$ cat config.mk
export PLATFORM = sky130hd
export DESIGN_NAME = audio_fade_decimator_top
export DESIGN_NICKNAME = d
export VERILOG_FILES = /design/src/rtl/core/afd_pkg.sv /design/src/rtl/core/afd_ctrl.sv /design/src/rtl/core/afd_dp.sv /design/src/rtl/core/audio_fade_decimator_top.sv
export SDC_FILE = /design/constraint.sdc
export NUM_CORES = 2
export LEC_CHECK = 0
export BUFFER_PORTS_ARGS = -buffer_cell sky130_fd_sc_hd__buf_2
export CORE_ASPECT_RATIO = 1.25
export CORE_MARGIN = 5
export CORE_UTILIZATION = 30
export CTS_CLUSTER_DIAMETER = 80
export CTS_CLUSTER_SIZE = 24
export DETAILED_ROUTE_END_ITERATION = 8
export GPL_ROUTABILITY_DRIVEN = 1
export HOLD_SLACK_MARGIN = 0.02
export SYNTH_ARGS = -nofsm -noshare
export SYNTH_HDL_FRONTEND = slang
export SYNTH_SLANG_ARGS = --single-unit
$ cat constraint.sdc
create_clock -name i_clk -period 13.98 [get_ports i_clk]
set_input_delay 2.097 -clock i_clk [delete_from_list [all_inputs] [get_ports i_clk]]
set_output_delay 2.097 -clock i_clk [all_outputs]
set_load 0.02 [all_outputs]
$ cat src/rtl/core/afd_pkg.sv
package afd_pkg;

    // Default widths of the sample and length fields.
    localparam int DEF_SAMPLE_BITS = 16;
    localparam int DEF_LENGTH_BITS = 24;

    // Fixed field widths.
    localparam int SKIP_BITS  = 16;
    localparam int VOL_BITS   = 16;
    localparam int RATIO_BITS = 16;
    localparam int CFG_DATA_W = 32;
    localparam int CFG_IDX_W  = 3;

    // Ratio divider runs one quotient bit per cycle.
    localparam int DIV_STEPS = RATIO_BITS;
    localparam int CNT_W     = $clog2(DIV_STEPS);

    // Gain is Q0.16 (unity needs one more bit), volume is Q4.12.
    localparam int GAIN_W      = RATIO_BITS + 1;
    localparam int SCALE_SHIFT = RATIO_BITS + 12;

    // Register indexes on the configuration port.
    localparam logic [CFG_IDX_W-1:0] REG_LEAD_DISCARD = 3'd0;
    localparam logic [CFG_IDX_W-1:0] REG_SKIP_COUNT   = 3'd1;
    localparam logic [CFG_IDX_W-1:0] REG_FADE_IN_LEN  = 3'd2;
    localparam logic [CFG_IDX_W-1:0] REG_BODY_END     = 3'd3;
    localparam logic [CFG_IDX_W-1:0] REG_FADE_OUT_LEN = 3'd4;
    localparam logic [CFG_IDX_W-1:0] REG_VOLUME_GAIN  = 3'd5;

    // Register reset values.
    localparam logic [SKIP_BITS-1:0] SKIP_RESET   = 16'd2;
    localparam logic [VOL_BITS-1:0]  VOLUME_RESET = 16'd4096;

    // Stream envelope phase.
    typedef enum logic [2:0] {
        PH_LEAD,
        PH_FADE_IN,
        PH_BODY,
        PH_FADE_OUT,
        PH_DONE
    } t_phase;

    // Controller states.
    typedef enum logic [2:0] {
        S_IDLE,
        S_EVAL,
        S_DIV,
        S_SQ,
        S_CUBE,
        S_GV,
        S_SCALE,
        S_OUT
    } t_state;

    // Operand selection for the shared multiplier.
    typedef enum logic [1:0] {
        MS_SQ,
        MS_CUBE,
        MS_GV,
        MS_SCALE
    } t_mul_sel;

    // Commands from the controller to the datapath.
    typedef struct packed {
        logic     capture;
        logic     eval;
        logic     div_step;
        logic     mul_en;
        t_mul_sel mul_sel;
        logic     load_out;
    } t_cmd;

    // Status from the datapath to the controller.
    typedef struct packed {
        logic keep;
        logic kept_body;
        logic work_fade_in;
        logic out_free;
    } t_sts;

endpackage

$ cat src/rtl/core/afd_ctrl.sv
module afd_ctrl (
    input  logic          i_clk,
    input  logic          i_rst_n,
    input  logic          i_s_valid,
    output logic          o_s_ready,
    input  afd_pkg::t_sts i_sts,
    output afd_pkg::t_cmd o_cmd
);

    afd_pkg::t_state r_state, n_state;
    logic [afd_pkg::CNT_W-1:0] r_cnt, n_cnt;
    logic div_last;

    assign div_last = (r_cnt == afd_pkg::CNT_W'(afd_pkg::DIV_STEPS - 1));

    // State and step counter registers.
    always_ff @(posedge i_clk) begin
        if (!i_rst_n) begin
            r_state <= afd_pkg::S_IDLE;
            r_cnt   <= '0;
        end else begin
            r_state <= n_state;
            r_cnt   <= n_cnt;
        end
    end

    // Next state.
    always_comb begin
        n_state = r_state;
        unique case (r_state)
            afd_pkg::S_IDLE: begin
                if (i_s_valid) n_state = afd_pkg::S_EVAL;
            end
            afd_pkg::S_EVAL: begin
                if (!i_sts.keep) n_state = afd_pkg::S_IDLE;
                else if (i_sts.kept_body) n_state = afd_pkg::S_GV;
                else n_state = afd_pkg::S_DIV;
            end
            afd_pkg::S_DIV: begin
                if (div_last) begin
                    n_state = i_sts.work_fade_in ? afd_pkg::S_SQ : afd_pkg::S_GV;
                end
            end
            afd_pkg::S_SQ:    n_state = afd_pkg::S_CUBE;
            afd_pkg::S_CUBE:  n_state = afd_pkg::S_GV;
            afd_pkg::S_GV:    n_state = afd_pkg::S_SCALE;
            afd_pkg::S_SCALE: n_state = afd_pkg::S_OUT;
            afd_pkg::S_OUT: begin
                if (i_sts.out_free) n_state = afd_pkg::S_IDLE;
            end
            default: n_state = afd_pkg::S_IDLE;
        endcase
    end

    // Outputs: commands, input ready and the divider step counter.
    always_comb begin
        o_cmd         = '0;
        o_cmd.mul_sel = afd_pkg::MS_SQ;
        o_s_ready     = 1'b0;
        n_cnt         = r_cnt;
        unique case (r_state)
            afd_pkg::S_IDLE: begin
                o_s_ready     = 1'b1;
                o_cmd.capture = i_s_valid;
            end
            afd_pkg::S_EVAL: begin
                o_cmd.eval = 1'b1;
                n_cnt      = '0;
            end
            afd_pkg::S_DIV: begin
                o_cmd.div_step = 1'b1;
                n_cnt          = r_cnt + afd_pkg::CNT_W'(1);
            end
            afd_pkg::S_SQ: begin
                o_cmd.mul_en  = 1'b1;
                o_cmd.mul_sel = afd_pkg::MS_SQ;
            end
            afd_pkg::S_CUBE: begin
                o_cmd.mul_en  = 1'b1;
                o_cmd.mul_sel = afd_pkg::MS_CUBE;
            end
            afd_pkg::S_GV: begin
                o_cmd.mul_en  = 1'b1;
                o_cmd.mul_sel = afd_pkg::MS_GV;
            end
            afd_pkg::S_SCALE: begin
                o_cmd.mul_en  = 1'b1;
                o_cmd.mul_sel = afd_pkg::MS_SCALE;
            end
            afd_pkg::S_OUT: begin
                o_cmd.load_out = i_sts.out_free;
            end
            default: begin
                o_s_ready = 1'b0;
            end
        endcase
    end

endmodule

$ cat src/rtl/core/afd_dp.sv
module afd_dp #(
    parameter int SAMPLE_BITS = afd_pkg::DEF_SAMPLE_BITS,
    parameter int LENGTH_BITS = afd_pkg::DEF_LENGTH_BITS
) (
    input  logic                            i_clk,
    input  logic                            i_rst_n,
    input  logic                            i_cfg_valid,
    input  logic [afd_pkg::CFG_IDX_W-1:0]   i_cfg_index,
    input  logic [afd_pkg::CFG_DATA_W-1:0]  i_cfg_data,
    input  logic [SAMPLE_BITS-1:0]          i_sample,
    input  afd_pkg::t_cmd                   i_cmd,
    output afd_pkg::t_sts                   o_sts,
    input  logic                            i_m_ready,
    output logic                            o_m_valid,
    output logic [SAMPLE_BITS-1:0]          o_m_sample,
    output logic                            o_m_last
);

    localparam int S  = SAMPLE_BITS;
    localparam int L  = LENGTH_BITS;
    localparam int RB = afd_pkg::RATIO_BITS;
    localparam int MA = afd_pkg::GAIN_W + afd_pkg::VOL_BITS;
    localparam int MB = (S > RB) ? S : RB;
    localparam int PW = MA + MB;
    localparam int QW = PW - afd_pkg::SCALE_SHIFT;
    localparam logic [QW-1:0] QHALF = QW'(1) << (S - 1);
    localparam logic [QW-1:0] QMAXP = QHALF - QW'(1);
    localparam logic [afd_pkg::GAIN_W-1:0] UNITY = afd_pkg::GAIN_W'(1) << RB;

    // Configuration registers.
    logic [L-1:0]                  r_lead_discard;
    logic [afd_pkg::SKIP_BITS-1:0] r_skip_count;
    logic [L-1:0]                  r_fade_in_len;
    logic [L-1:0]                  r_body_end;
    logic [L-1:0]                  r_fade_out_len;
    logic [afd_pkg::VOL_BITS-1:0]  r_volume;

    // Stream state.
    afd_pkg::t_phase               r_phase;
    logic [L-1:0]                  r_lead_cnt;
    logic [afd_pkg::SKIP_BITS-1:0] r_skip_cnt;
    logic [L-1:0]                  r_pos;

    // Working registers of the item in flight.
    logic                 r_neg;
    logic [S-1:0]         r_mag;
    afd_pkg::t_phase      r_wph;
    logic                 r_flag;
    logic [L-1:0]         r_rem;
    logic [L-1:0]         r_div;
    logic [RB-1:0]        r_q;
    logic [PW-1:0]        r_prod;

    // Output register.
    logic                 r_m_valid;
    logic [S-1:0]         r_m_sample;
    logic                 r_m_last;

    // Decision signals for the captured item.
    logic                          is_done;
    logic                          lead_wait;
    logic                          skip_wait;
    logic                          fo_end;
    logic                          flag;
    afd_pkg::t_phase               e_ph;
    afd_pkg::t_phase               k_ph;
    logic [L-1:0]                  e_pos;
    logic [L-1:0]                  k_pos;
    logic [L-1:0]                  pos_inc;
    logic [afd_pkg::SKIP_BITS-1:0] e_skip;

    // Divider and multiplier signals.
    logic [L:0]                    rem_sh;
    logic                          rem_ge;
    logic [afd_pkg::GAIN_W-1:0]    gain;
    logic [MA-1:0]                 mul_a;
    logic [MB-1:0]                 mul_b;
    logic [QW-1:0]                 q_mag;
    logic [QW-1:0]                 q_sat;
    logic [S-1:0]                  sat_sample;

    // Configuration writes.
    always_ff @(posedge i_clk) begin
        if (!i_rst_n) begin
            r_lead_discard <= '0;
            r_skip_count   <= afd_pkg::SKIP_RESET;
            r_fade_in_len  <= '0;
            r_body_end     <= '0;
            r_fade_out_len <= '0;
            r_volume       <= afd_pkg::VOLUME_RESET;
        end else if (i_cfg_valid) begin
            unique case (i_cfg_index)
                afd_pkg::REG_LEAD_DISCARD: r_lead_discard <= i_cfg_data[L-1:0];
                afd_pkg::REG_SKIP_COUNT:
                    r_skip_count <= i_cfg_data[afd_pkg::SKIP_BITS-1:0];
                afd_pkg::REG_FADE_IN_LEN:  r_fade_in_len <= i_cfg_data[L-1:0];
                afd_pkg::REG_BODY_END:     r_body_end <= i_cfg_data[L-1:0];
                afd_pkg::REG_FADE_OUT_LEN: r_fade_out_len <= i_cfg_data[L-1:0];
                afd_pkg::REG_VOLUME_GAIN:
                    r_volume <= i_cfg_data[afd_pkg::VOL_BITS-1:0];
                default: r_volume <= r_volume;
            endcase
        end
    end

    // Phase decision for the captured item: lead, skip, then phase moves.
    always_comb begin
        is_done   = (r_phase == afd_pkg::PH_DONE);
        lead_wait = (r_phase == afd_pkg::PH_LEAD) && (r_lead_cnt < r_lead_discard);
        e_ph      = (r_phase == afd_pkg::PH_LEAD) ? afd_pkg::PH_FADE_IN : r_phase;
        e_pos     = (r_phase == afd_pkg::PH_LEAD) ? '0 : r_pos;
        e_skip    = (r_phase == afd_pkg::PH_LEAD) ? '0 : r_skip_cnt;
        skip_wait = (e_skip < r_skip_count);
        k_ph      = e_ph;
        k_pos     = e_pos;
        if ((k_ph == afd_pkg::PH_FADE_IN) && (e_pos >= r_fade_in_len)) begin
            k_ph = afd_pkg::PH_BODY;
        end
        if ((k_ph == afd_pkg::PH_BODY) && (e_pos >= r_body_end)) begin
            k_ph  = afd_pkg::PH_FADE_OUT;
            k_pos = '0;
        end
        fo_end  = (k_ph == afd_pkg::PH_FADE_OUT) && (k_pos >= r_fade_out_len);
        flag    = (k_ph == afd_pkg::PH_FADE_OUT) &&
                  (({1'b0, k_pos} + (L + 1)'(1)) == {1'b0, r_fade_out_len});
        pos_inc = (&k_pos) ? k_pos : (k_pos + L'(1));
    end

    assign o_sts.keep         = !is_done && !lead_wait && !skip_wait && !fo_end;
    assign o_sts.kept_body    = (k_ph == afd_pkg::PH_BODY);
    assign o_sts.work_fade_in = (r_wph == afd_pkg::PH_FADE_IN);
    assign o_sts.out_free     = !r_m_valid || i_m_ready;

    // Stream state update, once per accepted item.
    always_ff @(posedge i_clk) begin
        if (!i_rst_n) begin
            r_phase    <= afd_pkg::PH_LEAD;
            r_lead_cnt <= '0;
            r_skip_cnt <= '0;
            r_pos      <= '0;
        end else if (i_cmd.eval && !is_done) begin
            if (lead_wait) begin
                r_lead_cnt <= r_lead_cnt + L'(1);
            end else if (skip_wait) begin
                r_phase    <= e_ph;
                r_pos      <= e_pos;
                r_skip_cnt <= e_skip + afd_pkg::SKIP_BITS'(1);
            end else begin
                r_skip_cnt <= '0;
                if (fo_end) begin
                    r_phase <= afd_pkg::PH_DONE;
                    r_pos   <= k_pos;
                end else begin
                    r_phase <= flag ? afd_pkg::PH_DONE : k_ph;
                    r_pos   <= pos_inc;
                end
            end
        end
    end

    // Sample capture as sign and magnitude.
    always_ff @(posedge i_clk) begin
        if (i_cmd.capture) begin
            r_neg <= i_sample[S-1];
            r_mag <= i_sample[S-1] ? (~i_sample + S'(1)) : i_sample;
        end
    end

    // Restoring divider: one ratio bit per step, remainder stays below the divisor.
    assign rem_sh = {r_rem, 1'b0};
    assign rem_ge = (rem_sh >= {1'b0, r_div});

    always_ff @(posedge i_clk) begin
        if (i_cmd.eval) begin
            r_wph  <= k_ph;
            r_flag <= flag;
            r_rem  <= k_pos;
            r_div  <= (k_ph == afd_pkg::PH_FADE_IN) ? r_fade_in_len : r_fade_out_len;
            r_q    <= '0;
        end else if (i_cmd.div_step) begin
            r_rem <= rem_ge ? L'(rem_sh - {1'b0, r_div}) : rem_sh[L-1:0];
            r_q   <= {r_q[RB-2:0], rem_ge};
        end
    end

    // Envelope gain in Q0.16; the cube sits in the product register after CUBE.
    always_comb begin
        case (r_wph)
            afd_pkg::PH_FADE_IN: gain = afd_pkg::GAIN_W'(r_prod[3*RB-1:2*RB]);
            afd_pkg::PH_BODY:    gain = UNITY;
            default:             gain = UNITY - afd_pkg::GAIN_W'(r_q);
        endcase
    end

    // Shared multiplier operand selection.
    always_comb begin
        case (i_cmd.mul_sel)
            afd_pkg::MS_SQ: begin
                mul_a = MA'(r_q);
                mul_b = MB'(r_q);
            end
            afd_pkg::MS_CUBE: begin
                mul_a = MA'(r_prod[2*RB-1:0]);
                mul_b = MB'(r_q);
            end
            afd_pkg::MS_GV: begin
                mul_a = MA'(gain);
                mul_b = MB'(r_volume);
            end
            default: begin
                mul_a = r_prod[MA-1:0];
                mul_b = MB'(r_mag);
            end
        endcase
    end

    always_ff @(posedge i_clk) begin
        if (i_cmd.mul_en) begin
            r_prod <= mul_a * mul_b;
        end
    end

    // Truncate the magnitude, saturate, and restore the sign.
    always_comb begin
        q_mag = r_prod[PW-1:afd_pkg::SCALE_SHIFT];
        if (r_neg) begin
            q_sat      = (q_mag > QHALF) ? QHALF : q_mag;
            sat_sample = ~q_sat[S-1:0] + S'(1);
        end else begin
            q_sat      = (q_mag > QMAXP) ? QMAXP : q_mag;
            sat_sample = q_sat[S-1:0];
        end
    end

    // Output register: holds a result until the sink takes it.
    always_ff @(posedge i_clk) begin
        if (!i_rst_n) begin
            r_m_valid <= 1'b0;
        end else if (i_cmd.load_out) begin
            r_m_valid <= 1'b1;
        end else if (i_m_ready) begin
            r_m_valid <= 1'b0;
        end
    end

    always_ff @(posedge i_clk) begin
        if (i_cmd.load_out) begin
            r_m_sample <= sat_sample;
            r_m_last   <= r_flag;
        end
    end

    assign o_m_valid  = r_m_valid;
    assign o_m_sample = r_m_sample;
    assign o_m_last   = r_m_last;

endmodule

$ cat src/rtl/core/audio_fade_decimator_top.sv
// Fade envelope and decimator for signed PCM samples. After reset the block drops
// lead_discard samples, then keeps one sample out of every skip_count+1 and passes
// each kept sample through a cubic fade-in, a unity-gain body and a linear
// fade-out, followed by a Q4.12 volume scale that truncates toward zero and
// saturates. The last fade-out sample carries tlast; all samples after it are
// dropped until the next reset. Dropped samples produce nothing. A kept sample
// passes through the serial ratio divider in the fade phases and through the
// single shared multiplier that does the square, cube, volume and sample
// products in turn, and waits in the output stage for as long as m_axis_tready
// is held low. A new sample is taken only once the last one is through.
// The configuration port is always ready and should be written while the block
// is idle.
module audio_fade_decimator_top #(
    parameter int SAMPLE_BITS = afd_pkg::DEF_SAMPLE_BITS,
    parameter int LENGTH_BITS = afd_pkg::DEF_LENGTH_BITS,
    localparam int DATA_W     = ((SAMPLE_BITS + 7) / 8) * 8
) (
    input  logic                           i_clk,
    input  logic                           i_rst_n,
    // Configuration write channel.
    input  logic                           i_cfg_valid,
    output logic                           o_cfg_ready,
    input  logic [afd_pkg::CFG_IDX_W-1:0]  i_cfg_index,
    input  logic [afd_pkg::CFG_DATA_W-1:0] i_cfg_data,
    // Input stream.
    input  logic                           s_axis_tvalid,
    output logic                           s_axis_tready,
    input  logic [DATA_W-1:0]              s_axis_tdata,  // in_sample, zero padding above
    // Output stream.
    output logic                           m_axis_tvalid,
    input  logic                           m_axis_tready,
    output logic [DATA_W-1:0]              m_axis_tdata,  // out_sample, zero padding above
    output logic                           m_axis_tlast
);

    afd_pkg::t_cmd            cmd;
    afd_pkg::t_sts            sts;
    logic [SAMPLE_BITS-1:0]   out_sample;

    assign o_cfg_ready  = 1'b1;
    assign m_axis_tdata = DATA_W'(out_sample);

    // Sequencer.
    afd_ctrl u_ctrl (
        .i_clk     (i_clk),
        .i_rst_n   (i_rst_n),
        .i_s_valid (s_axis_tvalid),
        .o_s_ready (s_axis_tready),
        .i_sts     (sts),
        .o_cmd     (cmd)
    );

    // Counters, divider, multiplier and output stage.
    afd_dp #(
        .SAMPLE_BITS (SAMPLE_BITS),
        .LENGTH_BITS (LENGTH_BITS)
    ) u_dp (
        .i_clk       (i_clk),
        .i_rst_n     (i_rst_n),
        .i_cfg_valid (i_cfg_valid),
        .i_cfg_index (i_cfg_index),
        .i_cfg_data  (i_cfg_data),
        .i_sample    (s_axis_tdata[SAMPLE_BITS-1:0]),
        .i_cmd       (cmd),
        .o_sts       (sts),
        .i_m_ready   (m_axis_tready),
        .o_m_valid   (m_axis_tvalid),
        .o_m_sample  (out_sample),
        .o_m_last    (m_axis_tlast)
    );

endmodule

==> flow_results.xml <==
<?xml version="1.0" encoding="UTF-8"?>
<metrics>
  <group name="worst_setup_path">
    <metric name="critPathKind" unit="">reg -&gt; reg</metric>
    <metric name="worst-endpoint-required" unit="ns">14.28</metric>
    <metric name="cpPeakStageDelay" unit="ns">0.65</metric>
    <metric name="worstReg2RegStart" unit="">u_dp.r_q[1]</metric>
    <metric name="worst-endpoint-arrival" unit="ns">10.67</metric>
    <metric name="critPathMaxFanout" unit="">11</metric>
    <metric name="worst-r2r-cell-count" unit="">33</metric>
    <metric name="critical_path_launch_point_type" unit="">flip-flop</metric>
    <metric name="critical_path_cell_with_the_highest_stage_delay" unit="">sky130_fd_sc_hd__a211oi_1</metric>
    <metric name="worstSetupStartpoint" unit="">u_dp.r_q[1]</metric>
    <metric name="cp-end-kind" unit="">flip-flop</metric>
  </group>
  <group name="finish">
    <metric name="finalNetCount" unit="">5246</metric>
    <metric name="flow.area_growth_from_synthesis" unit="%">6.62</metric>
    <metric name="postLayoutCoreUtil" unit="">0.322</metric>
    <metric name="instances_no_fill" unit="">6122</metric>
    <metric name="post_route_cells_drive_above_1_share" unit="">0.0528</metric>
  </group>
  <group name="clocking">
    <metric name="clockBufferDepth" unit="">3</metric>
    <metric name="cts_resized" unit="">0</metric>
    <metric name="cts_tree" unit="">yes</metric>
    <metric name="cts_num_sinks" unit="">354</metric>
    <metric name="htree_levels" unit="">1</metric>
    <metric name="postCtsSetupBuffers" unit="">0</metric>
    <metric name="numCtsBuffers" unit="">19</metric>
    <metric name="clk-insertion-delay-late" unit="ns">0.57</metric>
    <metric name="ctsRootBufferMaster" unit="">sky130_fd_sc_hd__clkbuf_16</metric>
    <metric name="clk_pin_slew_worst_paths" unit="ns">0.10</metric>
    <metric name="hold_buffers" unit="">0</metric>
  </group>
  <group name="synthesis">
    <metric name="synth.yosys.warnings" unit="">0</metric>
    <metric name="synth_cells" unit="">4576</metric>
    <metric name="postSynthNetCount" unit="">5327</metric>
    <metric name="synth-async-reset-ratio" unit="">0</metric>
    <metric name="synth_edf_count" unit="">135</metric>
    <metric name="ys_types" unit="">113</metric>
    <metric name="seq_area_frac_synth" unit="">0.223</metric>
    <metric name="synth_area" unit="um^2">37900</metric>
    <metric name="postSynth.topFlopCell" unit="">sky130_fd_sc_hd__dfxtp_1</metric>
    <metric name="avgSynthCellArea" unit="um^2">8.27</metric>
    <metric name="synth-seq-cells" unit="">354</metric>
  </group>
  <group name="timing">
    <metric name="finalSetupViolations" unit="">0</metric>
    <metric name="unrepaired_setup_endpoints_after_global_routing" unit="">no</metric>
    <metric name="max_freq" unit="GHz">0.0964</metric>
    <metric name="finalCritPeriodShare" unit="">0.742</metric>
    <metric name="slew-limit-headroom" unit="">0.208</metric>
    <metric name="clock_skew" unit="ns">0.0288</metric>
    <metric name="fin_setup_tns" unit="ns">0</metric>
    <metric name="timing_max_transition_violations_final" unit="">0</metric>
    <metric name="final_critical_path_setup_slack" unit="ns">3.61</metric>
    <metric name="timing_worst_slew_pin_value" unit="ns">1.18</metric>
    <metric name="finalCriticalPeriod" unit="ns">10.37</metric>
    <metric name="finalHoldViolCount" unit="">0</metric>
  </group>
  <group name="floorplan">
    <metric name="std_cell_rows" unit="">145</metric>
    <metric name="die_area" unit="um^2">133000</metric>
    <metric name="start_util" unit="">0.302</metric>
    <metric name="die_width" unit="um">328</metric>
    <metric name="pin_count" unit="">76</metric>
    <metric name="floorplan.die.height" unit="um">407</metric>
    <metric name="placeableCoreArea" unit="um^2">125000</metric>
  </group>
  <group name="hold_path">
    <metric name="min_delay_path_depth" unit="">0</metric>
    <metric name="worst_hold_startpoint" unit="">u_dp.r_flag</metric>
    <metric name="min_path_type" unit="">reg -&gt; reg</metric>
  </group>
  <group name="power_and_ir_drop">
    <metric name="vdd_ir_drop_max" unit="mV">0.0851</metric>
    <metric name="power.sequential.fraction" unit="">0.494</metric>
    <metric name="power.leakage" unit="nW">16.8</metric>
    <metric name="combinationalPowerShare" unit="">0.241</metric>
    <metric name="power_switching" unit="W">0.000766</metric>
    <metric name="power.clock.fraction" unit="">0.265</metric>
    <metric name="power_switching_share" unit="">0.327</metric>
    <metric name="intPower" unit="W">0.00157</metric>
    <metric name="power.density" unit="nW/um^2">58.0</metric>
  </group>
  <group name="drt">
    <metric name="dr_total_vias" unit="">31300</metric>
    <metric name="routed_wire_length_per_instance" unit="um">18.5</metric>
    <metric name="detailedRoute.firstIterationViolations" unit="">2373</metric>
    <metric name="drcViolationCount" unit="">0</metric>
    <metric name="antenna_left" unit="">0</metric>
    <metric name="routed.top_layer" unit="">met5</metric>
    <metric name="m1WireLength" unit="um">49300</metric>
    <metric name="post_drt_via_cell_ratio" unit="">5.11</metric>
    <metric name="routed-wl-met2" unit="um">53000</metric>
    <metric name="total_wirelength_of_the_detailed_routed_design" unit="um">113000</metric>
    <metric name="dr.pass1.iters" unit="">7</metric>
    <metric name="met3RoutedLength" unit="um">6650</metric>
  </group>
  <group name="global_route">
    <metric name="grt_start_max_net_pins" unit="">93</metric>
    <metric name="antenna_found_initial" unit="">5</metric>
    <metric name="global_route.usage.total" unit="">0.167</metric>
    <metric name="grt_pass1_vias" unit="">31500</metric>
    <metric name="grt_first_pass_wirelength" unit="um">180000</metric>
    <metric name="grt_overflow" unit="">0</metric>
  </group>
  <group name="run_status">
    <metric name="outcome" unit="">finished, final reports clean</metric>
  </group>
  <group name="run">
    <metric name="max_cap_viol_count" unit="">0</metric>
  </group>
  <group name="placement">
    <metric name="pre_cts_slack" unit="ns">3.72</metric>
    <metric name="placedCellCount" unit="">6091</metric>
    <metric name="dp_hpwl" unit="um">88200</metric>
    <metric name="io_buffer_count" unit="">66</metric>
    <metric name="gpl.final_weighted_congestion" unit="">0.932</metric>
  </group>
</metrics>
-- cells in the mapped netlist, types with 9 or more instances --
cell | instances | area, um^2
sky130_fd_sc_hd__nand2_1 | 805 | 3020
sky130_fd_sc_hd__inv_1 | 680 | 2550
sky130_fd_sc_hd__fa_1 | 433 | 8670
sky130_fd_sc_hd__nor2_1 | 381 | 1430
sky130_fd_sc_hd__a21oi_1 | 314 | 1570
sky130_fd_sc_hd__ha_1 | 262 | 3280
sky130_fd_sc_hd__dfxtp_1 | 219 | 4380
sky130_fd_sc_hd__clkbuf_1 | 187 | 702
sky130_fd_sc_hd__o21ai_0 | 149 | 746
sky130_fd_sc_hd__edfxtp_1 | 135 | 4050
sky130_fd_sc_hd__xnor2_1 | 103 | 902
sky130_fd_sc_hd__and2_1 | 75 | 469
sky130_fd_sc_hd__nand3_1 | 69 | 345
sky130_fd_sc_hd__a21o_1 | 67 | 503
sky130_fd_sc_hd__nor3_1 | 53 | 265
sky130_fd_sc_hd__nand4_1 | 44 | 275
sky130_fd_sc_hd__a31oi_1 | 37 | 231
sky130_fd_sc_hd__xor2_1 | 33 | 289
sky130_fd_sc_hd__nand2b_1 | 32 | 200
sky130_fd_sc_hd__and3_1 | 30 | 188
sky130_fd_sc_hd__a211oi_1 | 27 | 203
sky130_fd_sc_hd__o22ai_1 | 27 | 169
sky130_fd_sc_hd__mux2i_1 | 25 | 250
sky130_fd_sc_hd__o21a_1 | 24 | 180
sky130_fd_sc_hd__or3_1 | 24 | 150
sky130_fd_sc_hd__nor2b_1 | 18 | 113
sky130_fd_sc_hd__buf_1 | 17 | 63.8
sky130_fd_sc_hd__nor4_1 | 17 | 106
sky130_fd_sc_hd__o31ai_1 | 17 | 128
sky130_fd_sc_hd__o21ai_1 | 15 | 75.1
sky130_fd_sc_hd__buf_2 | 14 | 70.1
sky130_fd_sc_hd__o221ai_1 | 13 | 114
sky130_fd_sc_hd__a221oi_1 | 12 | 105
sky130_fd_sc_hd__a22o_1 | 12 | 105
sky130_fd_sc_hd__a211o_1 | 10 | 87.6
sky130_fd_sc_hd__o211ai_1 | 10 | 75.1
sky130_fd_sc_hd__o21bai_1 | 10 | 75.1
sky130_fd_sc_hd__nand3b_1 | 9 | 67.6
sky130_fd_sc_hd__o221a_2 | 9 | 101
-- power by group through the flow --
stage / combinational, W / sequential, W / clock [W]
after floorplan: 0.000401 / 0.00117 / 0
after global placement: 0.000551 / 0.00118 / 0
after detailed placement: 0.000557 / 0.00118 / 0
after CTS: 0.000560 / 0.00116 / 0.000639
after global routing: 0.000612 / 0.00116 / 0.000671
final: 0.000563 / 0.00116 / 0.000621
-- kinds of logic (layout without fill, tap and decap cells) --
| kind of cell | count (synthesis) | count (layout) | synth area share |
|---|---|---|---|
| AO/OA/AOI/OAI | 826 | 826 | 0.138 |
| buffers and inverters | 915 | 843 | 0.0930 |
| AND/OR/NAND/NOR | 1619 | 1619 | 0.191 |
| other | 1 | 2 | 0.0000991 |
| flip-flops | 354 | 354 | 0.223 |
| XOR/XNOR | 139 | 139 | 0.0328 |
| multiplexers | 27 | 27 | 0.00721 |
| adder cells (fa/ha/maj) | 695 | 695 | 0.316 |
-- final timing paths --
check | endpoint | slack (ns)
setup / recovery | u_dp.r_prod[47] | 3.61
hold / removal | u_dp.o_m_last | 0.44
setup reg to reg | u_dp.r_prod[47] | 3.61
hold reg to reg | u_dp.o_m_last | 0.44
-- metrics by stage --
step	hold slack (ns)	total power, W	area, um^2
6_report	0.445	0.00234	40400
5_1_grt	0.474	0.00244	40400
4_1_cts	0.460	0.00235	40400
3_5_place_dp	0.430	0.00174	39800
3_3_place_gp	0.428	0.00173	39800
2_1_floorplan	0.400	0.00157	37900
-- state kept, by name, indices dropped and copies added (netlist names), 24 cells and up --
signal,count
u_dp.r_body_end,24
u_dp.r_div,24
u_dp.r_fade_in_len,24
u_dp.r_fade_out_len,24
u_dp.r_lead_cnt,24
u_dp.r_lead_discard,24
u_dp.r_pos,24
u_dp.r_prod,49
u_dp.r_rem,24
-- per-layer routing --
metal	GRT usage	up-vias
li1	-	14700
met1	0.227	15300
met2	0.279	1001
met3	0.0177	209
met4	0.0576	4
met5	0	-
-- layout make-up --
cell class / count / area [um^2]
Fill cell: 13200 / 84800
Multi-Input combinational cell: 3307 / 26000
Sequential cell: 354 / 8440
Inverter: 685 / 2580
Tap cell: 1617 / 2020
Timing Repair Buffer: 128 / 796
Clock buffer: 25 / 498
Clock inverter: 5 / 46.3
Antenna cell: 1 / 2.50
-- worst max-delay path, delay by kind of cell, from the launching register on --
kind / cells / cell delay, ns
fa+ha+maj: 8 / 3.73
compound gates: 11 / 3.16
simple gates: 7 / 2.34
buf+inv: 6 / 0.41
flops: 1 / 0.38
xor+xnor: 1 / 0.08
-- placed cells by master (no fill, tap or decap), drive strengths merged, types with 13 or more instances in the layout --
master,netlist,final
nor2,382,382
buf,43,128
fa,433,433
o21a,24,24
nand2b,33,33
inv,683,687
xnor2,106,106
a21o,67,67
or3,26,26
o221ai,13,13
o22ai,27,27
xor2,33,33
dfxtp,219,219
mux2i,25,25
nor2b,18,18
a211oi,28,28
nor4,21,21
nand3,70,70
and2,77,77
ha,262,262
and3,31,31
o21ai,164,164
a21oi,314,314
o211ai,13,13
nor3,57,57
o31ai,18,18
edfxtp,135,135
nand4,45,45
a31oi,38,38
clkbuf,187,25
nand2,810,810
Power figures use the tool's default switching activity.
